==> src/rtl/multi_voice_tone_synth_top_defines.svh <==
// Assertion helpers used by the tone synth top module.
`ifndef MULTI_VOICE_TONE_SYNTH_TOP_DEFINES_SVH
`define MULTI_VOICE_TONE_SYNTH_TOP_DEFINES_SVH

// Consequent checked in the same cycle as the antecedent.
`define MVTS_ASSERT_NOW(label, clk, rst_n, ante, cons, msg) \
	label: assert property (@(posedge clk) disable iff (!rst_n) (ante) |-> (cons)) \
		else $error(msg);

// Consequent checked in the cycle after the antecedent.
`define MVTS_ASSERT_NEXT(label, clk, rst_n, ante, cons, msg) \
	label: assert property (@(posedge clk) disable iff (!rst_n) (ante) |=> (cons)) \
		else $error(msg);

`endif

==> src/rtl/mvts_pkg.sv <==
package mvts_pkg;

	localparam int MAX_VOICES      = 4;
	localparam int PHASE_BITS      = 32;
	localparam int SINE_TABLE_BITS = 10;

	localparam int QUARTER_BITS = SINE_TABLE_BITS - 2;
	localparam int QUARTER      = 1 << QUARTER_BITS;

	localparam int SAMPLE_W   = 16;
	localparam int STEP_W     = 32;
	localparam int MODE_W     = 2;
	localparam int COUNT_W    = 3;
	localparam int CFG_ADDR_W = 3;
	localparam int CFG_DATA_W = 32;
	localparam int CONTRIB_W  = 22;
	localparam int MIX_W      = 27;
	localparam int PROD_W     = 30;
	localparam int TAB_W      = 15;

	// Register indexes
	localparam logic [CFG_ADDR_W-1:0] REG_MODE  = 3'd0;
	localparam logic [CFG_ADDR_W-1:0] REG_COUNT = 3'd1;
	localparam logic [CFG_ADDR_W-1:0] REG_STEP0 = 3'd2;
	localparam int NUM_STEP_REGS = 4;

	// Waveform modes
	localparam logic [MODE_W-1:0] MODE_SINE    = 2'd0;
	localparam logic [MODE_W-1:0] MODE_SQUARE  = 2'd1;
	localparam logic [MODE_W-1:0] MODE_HARM    = 2'd2;
	localparam logic [MODE_W-1:0] MODE_SILENCE = 2'd3;

	// Q16 amplitude coefficients, square level in Q8 sample units
	localparam int SINE_COEF = 9830;
	localparam int HARM_C1   = 6554;
	localparam int HARM_C2   = 3277;
	localparam int HARM_C3   = 1966;
	localparam int HARM_C4   = 983;
	localparam int SQUARE_Q8 = 838835;

	localparam int SAT_MAX = 32767;
	localparam int SAT_MIN = -32768;

	localparam longint ONE_Q30 = 64'sd1073741824;

	typedef logic [PHASE_BITS-1:0]        phase_t;
	typedef logic [STEP_W-1:0]            step_t;
	typedef logic signed [SAMPLE_W-1:0]   sample_t;
	typedef logic signed [CONTRIB_W-1:0]  contrib_t;
	typedef logic [TAB_W-1:0]             qtab_t [QUARTER+1];

	typedef struct packed {
		sample_t sample;
		logic    clip;
	} mix_res_t;

	// 32767 * sin(pi/2 * x), x in Q30 on [0, 1]
	function automatic int quarter_sine(longint x);
		longint x2;
		longint t;
		longint s;
		longint v;
		x2 = x * x / ONE_Q30;
		t  = 64'sd172272;
		t  = -64'sd5026994 + t * x2 / ONE_Q30;
		t  = 64'sd85569306 + t * x2 / ONE_Q30;
		t  = -64'sd693598668 + t * x2 / ONE_Q30;
		t  = 64'sd1686629713 + t * x2 / ONE_Q30;
		s  = x * t / ONE_Q30;
		if (s < 0) s = 0;
		v = (s * 32767 + ONE_Q30 / 2) / ONE_Q30;
		if (v > 32767) v = 32767;
		return int'(v);
	endfunction

	function automatic qtab_t build_qtab();
		qtab_t tab;
		for (int p = 0; p <= QUARTER; p++) begin
			tab[p] = TAB_W'(quarter_sine(longint'(p) << (30 - QUARTER_BITS)));
		end
		return tab;
	endfunction

	localparam qtab_t QSIN_TAB = build_qtab();

	// Full-wave sine from the quarter table, indexed by the top phase bits
	function automatic sample_t sine_lookup(phase_t ph);
		logic [SINE_TABLE_BITS-1:0] idx;
		logic [1:0]                 quad;
		logic [QUARTER_BITS-1:0]    r;
		logic [QUARTER_BITS:0]      pos;
		sample_t                    mag;
		idx  = ph[PHASE_BITS-1 -: SINE_TABLE_BITS];
		quad = idx[SINE_TABLE_BITS-1 -: 2];
		r    = idx[QUARTER_BITS-1:0];
		pos  = quad[0] ? ((QUARTER_BITS+1)'(QUARTER) - {1'b0, r}) : {1'b0, r};
		mag  = sample_t'({1'b0, QSIN_TAB[pos]});
		return quad[1] ? -mag : mag;
	endfunction

endpackage

==> src/rtl/mvts_mix.sv <==
module mvts_mix
	import mvts_pkg::*;
(
	input  sample_t  existing,
	input  contrib_t contrib [MAX_VOICES],
	output mix_res_t res
);

	logic signed [MIX_W-1:0] acc;
	logic signed [MIX_W-1:0] y;

	always_comb begin
		acc = {{(MIX_W-SAMPLE_W-8){existing[SAMPLE_W-1]}}, existing, 8'd0};
		for (int v = 0; v < MAX_VOICES; v++) begin
			acc = acc + MIX_W'(contrib[v]);
		end
		// truncate toward zero, then saturate
		y = MIX_W'(acc / 256);
		if (y > MIX_W'(SAT_MAX)) begin
			res.sample = sample_t'(SAT_MAX);
			res.clip   = 1'b1;
		end else if (y < MIX_W'(SAT_MIN)) begin
			res.sample = sample_t'(SAT_MIN);
			res.clip   = 1'b1;
		end else begin
			res.sample = sample_t'(y);
			res.clip   = 1'b0;
		end
	end

endmodule

==> config.mk <==
export PLATFORM = sky130hd
export DESIGN_NAME = mvts_mix
export DESIGN_NICKNAME = d
export VERILOG_FILES = /design/src/rtl/multi_voice_tone_synth_top_defines.svh /design/src/rtl/mvts_pkg.sv /design/src/rtl/mvts_mix.sv
export SDC_FILE = /design/constraint.sdc
export NUM_CORES = 1
export LEC_CHECK = 0
export BUFFER_PORTS_ARGS = -buffer_cell sky130_fd_sc_hd__buf_4
export CAP_MARGIN = 25
export CORE_MARGIN = 2
export CORE_UTILIZATION = 47
export DETAILED_ROUTE_END_ITERATION = 8
export PLACE_DENSITY = 0.81
export SLEW_MARGIN = 40
export SYNTH_ARGS = -nofsm -noshare
export SYNTH_HDL_FRONTEND = slang
export SYNTH_SLANG_ARGS = --single-unit
==> constraint.sdc <==
create_clock -name vclk -period 8.9
set_input_delay 0.445 -clock vclk [all_inputs]
set_output_delay 0.445 -clock vclk [all_outputs]
set_load 0.01 [all_outputs]
# ---- After elaboration in Yosys (flattened, before gate mapping)
# Cells that the tools add are included.
dict set report word_totals {
  elab_cells 11
  input_bits 104
  out_inout_bits 17
  register_bits 0
}
dict set report op_classes {
  addsub 5
  n_bitwise 1
  n_reduce_logical 1
  mux 2
  magnitude_cmp 2
}
# operator n
set op_table {}
lappend op_table {{two-way mux 17 bit} 2}
lappend op_table {{adder 26 x 22 -> 27 bit} 1}
lappend op_table {{adder 27 x 1 -> 27 bit} 1}
lappend op_table {{adder 27 x 22 -> 27 bit} 1}
lappend op_table {{greater-than comparator 27 x 16 -> 1 bit, second input constant} 1}
lappend op_table {{less-than comparator 27 x 16 -> 1 bit, second input constant} 1}
lappend op_table {{adder 25 x 22 -> 26 bit} 1}
lappend op_table {{adder 24 x 22 -> 25 bit} 1}
lappend op_table {{OR reduction 8 bit} 1}
lappend op_table {{AND 1 bit} 1}

# ---- Longest topological paths before layout
# Gate-level depths: netlist (run 1).
dict set report depth {
  ltp_word 10
  ltp_mapped 28
  depth_no_buf 26
}

# ---- Worst setup path after synthesis (run 1)
# OpenSTA, ideal clock, no wires.
dict set report synth_timing {
  kind {in2out}
  from {in contrib[2] (netlist bit)}
  to {out res[1] (netlist bit)}
  slack_ns 2.232
  t_arrival_ns 6.223
  path_buffers 1
  required_ns 8.455
  path_stages 25
  cell_sequence {inv_1 -> fa_1 -> inv_1 -> fa_1 -> ha_1 -> ha_1 -> fa_1 -> a211oi_1 -> o211ai_1 -> a211oi_2 -> nor2_1 -> a31o_2 -> a21oi_1 -> xnor2_1 -> a31oi_1 -> ha_1 -> nand2_1 -> o311ai_0 -> nand2_1 -> nor4_1 -> nand3_1 -> a221oi_1 -> a21oi_2 -> buf_4 -> a21oi_1}
}
# item line
set synth_rtl {}
lappend synth_rtl {{start, declared} mvts_mix.sv:5} ;# input contrib_t contrib [MAX_VOICES],
lappend synth_rtl {{end, declared} mvts_mix.sv:6} ;# output mix_res_t res

==> summary.md, run 1 <==
| Metric | Value |
|---|---|
| Status | complete, no violations |
| Max Slew Vio Count | 0 |
| Final worst path period share | 0.9078 |
| Core Area | between 8000 and 9000 um^2 |
| Antenna violations before repair | 0 |
| Hold violation count in the final report | 0 |
| Critical-path maximum fanout | 16 |
| GP Congestion | 0.8895 |
| Mean Syn Cell Area | 7.806 um^2 |
| Filler cells | 806 |
| # Post-CTS Setup Buffers | 0 |
| Cell area after synthesis | 4121 um^2 |
| Cell count after synthesis | 528 |
| Largest net degree at the start of global routing | 17 |
| Worst-Margin Slew | 840.6 ps |
| Residual DRC count | 0 |
| Synth top area share | 0.3254 |
| Multi-input logic area | 3435 um^2 |
| Critical path endpoint category | output port |
| RSZ-0062 raised after global routing | no |
| 1st-iter DRT viols | roughly 120 |
| Worst min path class | primary input to output port |
| Syn nets | about 730 |
| Post-DP Area | about 5000 um^2 |
| Clock buf count | 0 |
| Family with the most delay on the worst path | compound AO/OA/AOI/OAI gates |
| Hold Crit Start | contrib[66] |
| N_diodes | 0 |
| Netlist cell types | 67 |
| CP max-delay cell | o311ai_0 |
| PD cells | roughly 400 nW/um^2 |
| Static Leak | 2.793 nW |
| WP data required | roughly 8500 ps |
| Post-Route WL | 9.226 mm |
| Die height | 97.65 um |
| Hold Path Cell Cnt | 9 |
| Crit-path max cell delay | a little over 700 ps |
| Dpl cells | 745 |
| GR Overflow Total | 0 |
| First-pass GRT wire length | ~16 mm |
| Share of layout cells above drive strength 1 | 0.2198 |
| Hold-fix buffers at CTS | 0 |
| CTS resizes | 0 |
| Commonest cells post-synth | inv_1 (164), fa_1 (67), ha_1 (34), a21oi_1 (26), nor2_1 (24) |
| First-pass DRT Iterations | 4 |
| Critical path type | primary input to output port |
| Final Setup Violations | 0 |
| Seq cells | 0 |
| Via density | just over 5 |
| Startpoint Class | primary input |
| WHS Endpoint | res[1] |
| Layout Nets | 844 |
| Slew margin rel. | 0.4325 |
| Die W | between 90 and 100 um |
| Area Overhead vs Synth | 23.59% |
| Dominant cell type by area after synthesis | fa_1 |
| Vias | 3,838 |
| Final Cell Area | 5094 um^2 |
| Worst path arrival time | 7630 ps |
| Routed Antenna Nets | 0 |
| Global-route usage over all layers | 0.1937 |
| Crit path launch | contrib[2] |
| Max Freq | between 0.1 and 0.15 GHz |
| Register area | 0 um^2 |
| Largest cells by area after synthesis | fa_1 (33%), inv_1 (15%), ha_1 (10%) |
| CP bufs+invs | 4 |
| I/O pin cnt | around 120 |
| Count leader, synth | inv_1 |
| Min Tclk post-route | 8079 ps |
| Max Cap Viol | 0 |
| Setup tns final | 0 ps |
| DR WL/cell | 12.38 um |
| Fin cells | 745 |
| Hold WS | 1904 ps |
| Vias in the first global route | 3,923 |
| Initial core utilization | 0.4796 |
| Synth warn | 0 |
| Sequential area share after synthesis | 0 |
| Final Core Density | 0.5927 |
| Max IR drop VDD | 0.0002945 V |
| DP HPWL | 8.261 mm |
| Core Rows | 34 |
| Buffers on Ports | about 120 |
| Die Area | 9535 um^2 |
-- stage by stage --
stage | total power [mW] | setup slack, ps
floorplan | 1.429 | 2232
global placement | 1.971 | 1404
detailed placement | 2.007 | 1010
CTS | 2.017 | 964.0
global route | 2.231 | 305.3
finish | 2.020 | 820.5
-- report_power, final --
part | switching, mW | internal (mW) | leakage, nW
Sequential | 0 | 0 | 0
Clock | 0 | 0 | 0
Combinational | 1.14 | 0.880 | 2.79
Total | 1.14 | 0.880 | 2.79
-- area by class of cell --
class              count  area share
multi-input cells    352      0.6743
repair buffers       121      0.1783
inverters            164      0.1209
well taps            108     0.02653
-- routing by layer --
| metal | wire (um) | vias to the layer above | share of wire | track usage |
|---|---|---|---|---|
| met2 | 4967 | 108 | 0.54 | 0.4011 |
| met4 | 91 | 0 | 0.0099 | 0.02350 |
| li1 | - | 1914 | - | - |
| met3 | 405 | 6 | 0.044 | 0.009353 |
| met1 | 3762 | 1810 | 0.41 | 0.2209 |
| met5 | 0 | - | 0 | 0 |
-- worst max path at each step --
stage | endpoint | slack (ps) | cells after the start
4_1_cts | res[5] | 960 | 25
6_report | res[5] | 820 | 26
3_3_place_gp | res[0] | 1400 | 25
3_5_place_dp | res[5] | 1010 | 25
2_1_floorplan | res[1] | 2230 | 25
5_1_grt | res[5] | 310 | 26
-- cells in the final DEF (no fill, tap or decap), types with 2 or more instances in the layout --
master	instances
o2bb2ai_1	2
a21o_1	11
o21ai_2	8
nor2b_1	4
a311oi_1	2
and4_1	2
a211oi_1	3
nand2_1	22
nand3_1	10
xnor2_1	16
ha_1	34
a221o_1	3
a31o_2	3
nor2_1	24
o21ai_0	17
xor2_1	13
buf_4	121
o21bai_1	3
a21oi_1	26
a22o_1	2
inv_1	164
nor3_1	5
o2111a_1	2
nor4_1	5
o21a_1	3
or4_1	3
a31oi_1	5
or3_1	4
and3_1	5
a211o_1	2
o21ai_1	2
nor3b_1	2
o211ai_1	5
and2_1	6
nor4b_1	2
nand2b_1	2
fa_1	67
-- cells by family after synthesis --
kind of cell / Yosys count / synth area share
fa+ha+maj: 101 / 0.4287
buf+inv: 176 / 0.1685
xor+xnor: 29 / 0.06163
simple gates: 105 / 0.1387
mux: 1 / 0.002429
compound gates: 116 / 0.2001
Note: power is estimated with default switching activity, not from simulation.
==> run 2: changes to the inputs <==
Settings changed: BUFFER_PORTS_ARGS -buffer_cell sky130_fd_sc_hd__buf_4 to -buffer_cell sky130_fd_sc_hd__buf_2, CORE_UTILIZATION 47 to 55, PLACE_DENSITY 0.81 to 0.91.
==> run 2 against run 1 <==
  * Sequential cell count did not move
  * Power is 5.6% lower
  * Sequential share of layout area did not move
  * Fmax up 3.7%
  * Hold slack worse by 33 ps
  * Non-clock buffer count stayed put
  * Setup slack gained 290 ps
  * Routed wire length is 1.8% lower
  * Die area down 14%
  * Utilization grew 6.7 points
  * Global-route usage is 3.1 points higher
  * Combinational power shrank 5%
  * Largest cell class unchanged
==> summary.md, run 2 (synthesis gave the netlist of run 1 again) <==
| Metric | Value |
|---|---|
| Area Overhead vs Synth | 16.12% |
| Status | complete, no violations |
| Met1 Wirelength | 3.602 mm |
| Hold WS | 1871 ps |
| Initial core utilization | 0.5682 |
| Min Tclk post-route | around 7800 ps |
| Crit path launch | contrib[2] |
| Clock buf count | 0 |
| Setup tns final | 0 ps |
| Critical path type | primary input to output port |
| Routed Antenna Nets | 0 |
| Slew margin rel. | 0.5085 |
| 1st-iter DRT viols | 132 |
| CP max-delay cell | a2bb2oi_2 |
| Most common cell after layout, fill and taps aside | inv_1 |
| Die height | around 91 um |
| Last element of the critical path | res[0] |
| First-pass DRT Iterations | 5 |
| Post-DP Area | 4772 um^2 |
| Seq cells | 0 |
| Share of layout cells above drive strength 1 | 0.2214 |
| Layout Nets | 844 |
| # Post-CTS Setup Buffers | 0 |
| Crit-path max cell delay | 630 ps |
| Metal2 WL | 4.824 mm |
| Max Slew Vio Count | 0 |
| Via density | 5.268 |
| Family with the most delay on the worst path | compound AO/OA/AOI/OAI gates |
| Worst min path class | primary input to output port |
| Global-route usage over all layers | 0.2248 |
| WP data required | 8460 ps |
| Final worst path period share | 0.8755 |
| CTS resizes | 0 |
| Critical-path maximum fanout | 16 |
| GP Congestion | 0.8977 |
| Clock network fraction of total power | 0 |
| Max Cap Viol | 0 |
| Sequential Power Share | 0 |
| RSZ-0062 raised after global routing | no |
| Crit. path cell count | 26 |
| CP bufs+invs | 4 |
| Final Core Density | 0.6598 |
| Max IR drop VDD | 0.0001873 V |
| Post-Route WL | slightly above 9 mm |
| GR Overflow Total | 0 |
| WL met3 | 474 um |
| First-pass GRT wire length | 16.06 mm |
| N_diodes | 0 |
| Worst path arrival time | 7350 ps |
| Largest net degree at the start of global routing | 17 |
| Register area | 0 um^2 |
| NetSw | 1.138 mW |
| Max Freq | 0.1283 GHz |
| DP HPWL | 8.090 mm |
| PD cells | 398.4 nW/um^2 |
| Max Used Layer | met4 |
| Critical path endpoint category | output port |
| Switching part of the total | 0.5970 |
| Commonest non-fill, non-tap cells in the layout | inv_1 (164), buf_2 (121), fa_1 (67), ha_1 (34), a21oi_1 (26) |
| Residual DRC count | 0 |
| Vias | just under 4k |
| Antenna violations before repair | 0 |
| Startpoint Class | primary input |
| DR WL/cell | between 10 and 15 um |
| Buffers on Ports | 121 |
| Hold Crit Start | contrib[66] |
| Vias in the first global route | 3,948 |
| Static Leak | 2.686 nW |
| Combinational share of power | 1.000 |
| Hold violation count in the final report | 0 |
| Internal | 0.7683 mW |
| Core Area | 7253 um^2 |
| Worst-Margin Slew | 736.6 ps |
| Die Area | 8202 um^2 |
| Die W | slightly above 90 um |
| Final Setup Violations | 0 |
| Final Cell Area | 4786 um^2 |
| Core Rows | 31 |
| I/O pin cnt | 121 |
| Hold-fix buffers at CTS | 0 |
run 2: worst min path at each step:
stage	end	slack (ps)	cells past startpoint
after detailed placement	res[1]	1850	9
after CTS	res[1]	1860	9
after global placement	res[1]	1860	9
after floorplan	res[16]	1480	4
final	res[1]	1870	9
after global routing	res[1]	1970	9
run 2: power by group through the flow:
stage / logic (mW) / registers (mW) / clock network [mW]
finish: 1.91 / 0 / 0
floorplan: 1.43 / 0 / 0
detailed placement: 1.87 / 0 / 0
CTS: 1.88 / 0 / 0
global placement: 1.84 / 0 / 0
global route: 2.11 / 0 / 0
run 2: metal layers:
metal / track usage / vias up
li1: - / 1911
met1: 0.2727 / 1809
met2: 0.4409 / 145
met3: 0.005843 / 12
met4: 0.04487 / 0
met5: 0 / -
run 2: stage by stage:
step / instances / total power, mW / setup WS [ps]
2_1_floorplan: 528 / 1.429 / 2232
3_3_place_gp: 736 / 1.836 / 1397
3_5_place_dp: 736 / 1.873 / 1073
4_1_cts: 736 / 1.882 / 1012
5_1_grt: 736 / 2.107 / 608.1
6_report: 736 / 1.907 / 1108
run 2: layout make-up:
class,count,area (um^2)
repair buffers,121,605.6
inverters,164,615.6
multi-input cells,352,3441
fillers,627,2467
well taps,99,123.9
run 2: tightest hold or removal path, delay by kind of cell:
family          cells  cell delay (ps)
buf+inv             3              260
compound gates      2              280
simple gates        2              170
fa+ha+maj           2              270
==> run 3: changes to the inputs <==
Settings changed: ABC_AREA from default to 1, PLACE_DENSITY 0.91 to 0.89.
==> run 3 against run 2 <==
  * Sequential cell count unchanged
  * Synthesized cell count increased by 48%
  * Routed wire length increased by 12%
  * Global-route usage increased by 0.31 points
  * Critical path depth increased by 7
  * Final cell count increased by 36%
==> summary.md, run 3 <==
| Metric | Value |
|---|---|
| Status | complete, no violations |
| WP data required | 8460 ps |
| Hold violation count in the final report | 0 |
| Dpl cells | 1,003 |
| First-pass DRT Iterations | 5 |
| Via density | 4.784 |
| Mean Syn Cell Area | 6.111 um^2 |
| Routed Antenna Nets | 0 |
| Filler cells | 774 |
| Max Freq | 0.1646 GHz |
| Max IR drop VDD | 0.0001696 V |
| Min Tclk post-route | 6077 ps |
| Final Setup Violations | 0 |
| Die W | 97.04 um |
| Commonest cells post-synth | inv_1 (245), nand2_1 (225), fa_1 (67), nand3_1 (45), nor2_1 (45) |
| Vias in the first global route | 4,708 |
| Setup tns final | 0 ps |
| Syn nets | between 900 and 1k |
| Area Overhead vs Synth | 15.01% |
| Final setup margin | 2823 ps |
| Crit path launch | contrib[2] |
| Global-route usage over all layers | 0.2279 |
| Fin cells | 1,003 |
| DR WL/cell | ~10 um |
| Cell area after synthesis | between 4000 and 5000 um^2 |
| Largest cells by area after synthesis | fa_1 (28%), inv_1 (19%), nand2_1 (18%) |
| Static Leak | 3.539 nW |
| Hold Crit Start | contrib[66] |
| Cell count after synthesis | 779 |
| Post-Route WL | 10.19 mm |
| CTS resizes | 0 |
| Final worst path period share | 0.6828 |
| Layout Nets | ~1.1k |
| Seq cells | 0 |
| Register area | 0 um^2 |
| Core Area | 8299 um^2 |
| Core Rows | 33 |
| PD cells | 367.4 nW/um^2 |
| Residual DRC count | 0 |
| Most common cell after layout, fill and taps aside | inv_1 |
| Critical Path Most Common Cell | nand2_1 |
| # Post-CTS Setup Buffers | 0 |
| N_diodes | 0 |
| 1st-iter DRT viols | 247 |
| Vias | 4,798 |
| Count leader, synth | inv_1 |
| Worst min path class | primary input to output port |
| GR Overflow Total | 0 |
| Startpoint Class | primary input |
| First-pass GRT wire length | 18.78 mm |
| Hold-fix buffers at CTS | 0 |
| Die Area | 9416 um^2 |
| Antenna violations before repair | 0 |
| Pre-CTS WS | 2809 ps |
| Crit-path max cell delay | 540 ps |
| GP Congestion | a little over 0.9 |
| Synth top area share | 0.2817 |
| Die height | 97.04 um |
| Share of layout cells above drive strength 1 | 0.1949 |
| DP HPWL | ~9.4 mm |
| Clock buf count | 0 |
| Critical-path maximum fanout | 16 |
| Worst path arrival time | between 5000 and 6000 ps |
| Critical path endpoint category | output port |
| Sequential area share after synthesis | 0 |
| Netlist cell types | 30 |
| Synth warn | 0 |
| I/O pin cnt | 121 |
| Dominant cell type by area after synthesis | fa_1 |
| Worst-Margin Slew | between 300 and 400 ps |
| Slew margin rel. | 0.7861 |
| Max Cap Viol | 0 |
| Max Slew Vio Count | 0 |
| Critical path type | primary input to output port |
| Commonest non-fill, non-tap cells in the layout | inv_1 (245), nand2_1 (225), buf_2 (121), fa_1 (67) |
| CP max-delay cell | fa_1 |
| Initial core utilization | 0.5736 |
| Buffers on Ports | 121 |
| Largest net degree at the start of global routing | 17 |
| RSZ-0062 raised after global routing | no |
## run 3: cell types whose count changed after synthesis, sizes merged, moves of 12 or more
cell   delta
nand2   +228
inv      +87
nand3    +40
nor2     +35
o21ai    -26
nand4    +12
## run 3: critical path: cells and delay by family
| family | cells | cell delay (ps) |
|---|---|---|
| buffers and inverters | 4 | 290 |
| adder cells (fa/ha/maj) | 7 | 2490 |
| AO/OA/AOI/OAI | 2 | 310 |
| AND/OR/NAND/NOR | 19 | 1870 |
| XOR/XNOR | 1 | 210 |
## run 3: cell type report
class / instances / area [um^2] / share of cell area
multi-input cells: 525 / 3792 / 0.6926
inverters: 252 / 945.9 / 0.1728
repair buffers: 121 / 605.6 / 0.1106
well taps: 105 / 131.4 / 0.02399
## run 3: per-stage QoR
step	hold slack (ps)	power (mW)	utilization	instance area [um^2]
5_1_grt	1943	2.298	0.6597	5475
2_1_floorplan	1542	1.538	-	4761
6_report	1792	2.012	0.6597	5475
4_1_cts	1818	2.011	0.6597	5475
3_3_place_gp	1815	1.974	0.6597	5475
3_5_place_dp	1812	2.003	0.6597	5475
## run 3: kinds of logic (layout without fill, tap and decap cells)
kind of cell,Yosys count,in the layout,synth area share
compound gates,23,23,0.02812
xor+xnor,19,19,0.03495
fa+ha+maj,101,101,0.3711
buf+inv,254,373,0.2034
simple gates,382,382,0.3624
## run 3: layer usage
metal	vias up	GRT usage	wire length (um)
met5	-	0	0
met2	147	0.4482	5247
li1	2484	-	-
met3	23	0.01373	578
met1	2144	0.2723	4138
met4	0	0.04225	229
## run 3: power by group
group	switching [mW]	internal (mW)
clock network	0	0
registers	0	0
logic	1.30	0.708
total	1.30	0.708
## run 3: final timing paths
check	to	cells after the start
min	res[1]	9
max	res[14]	33
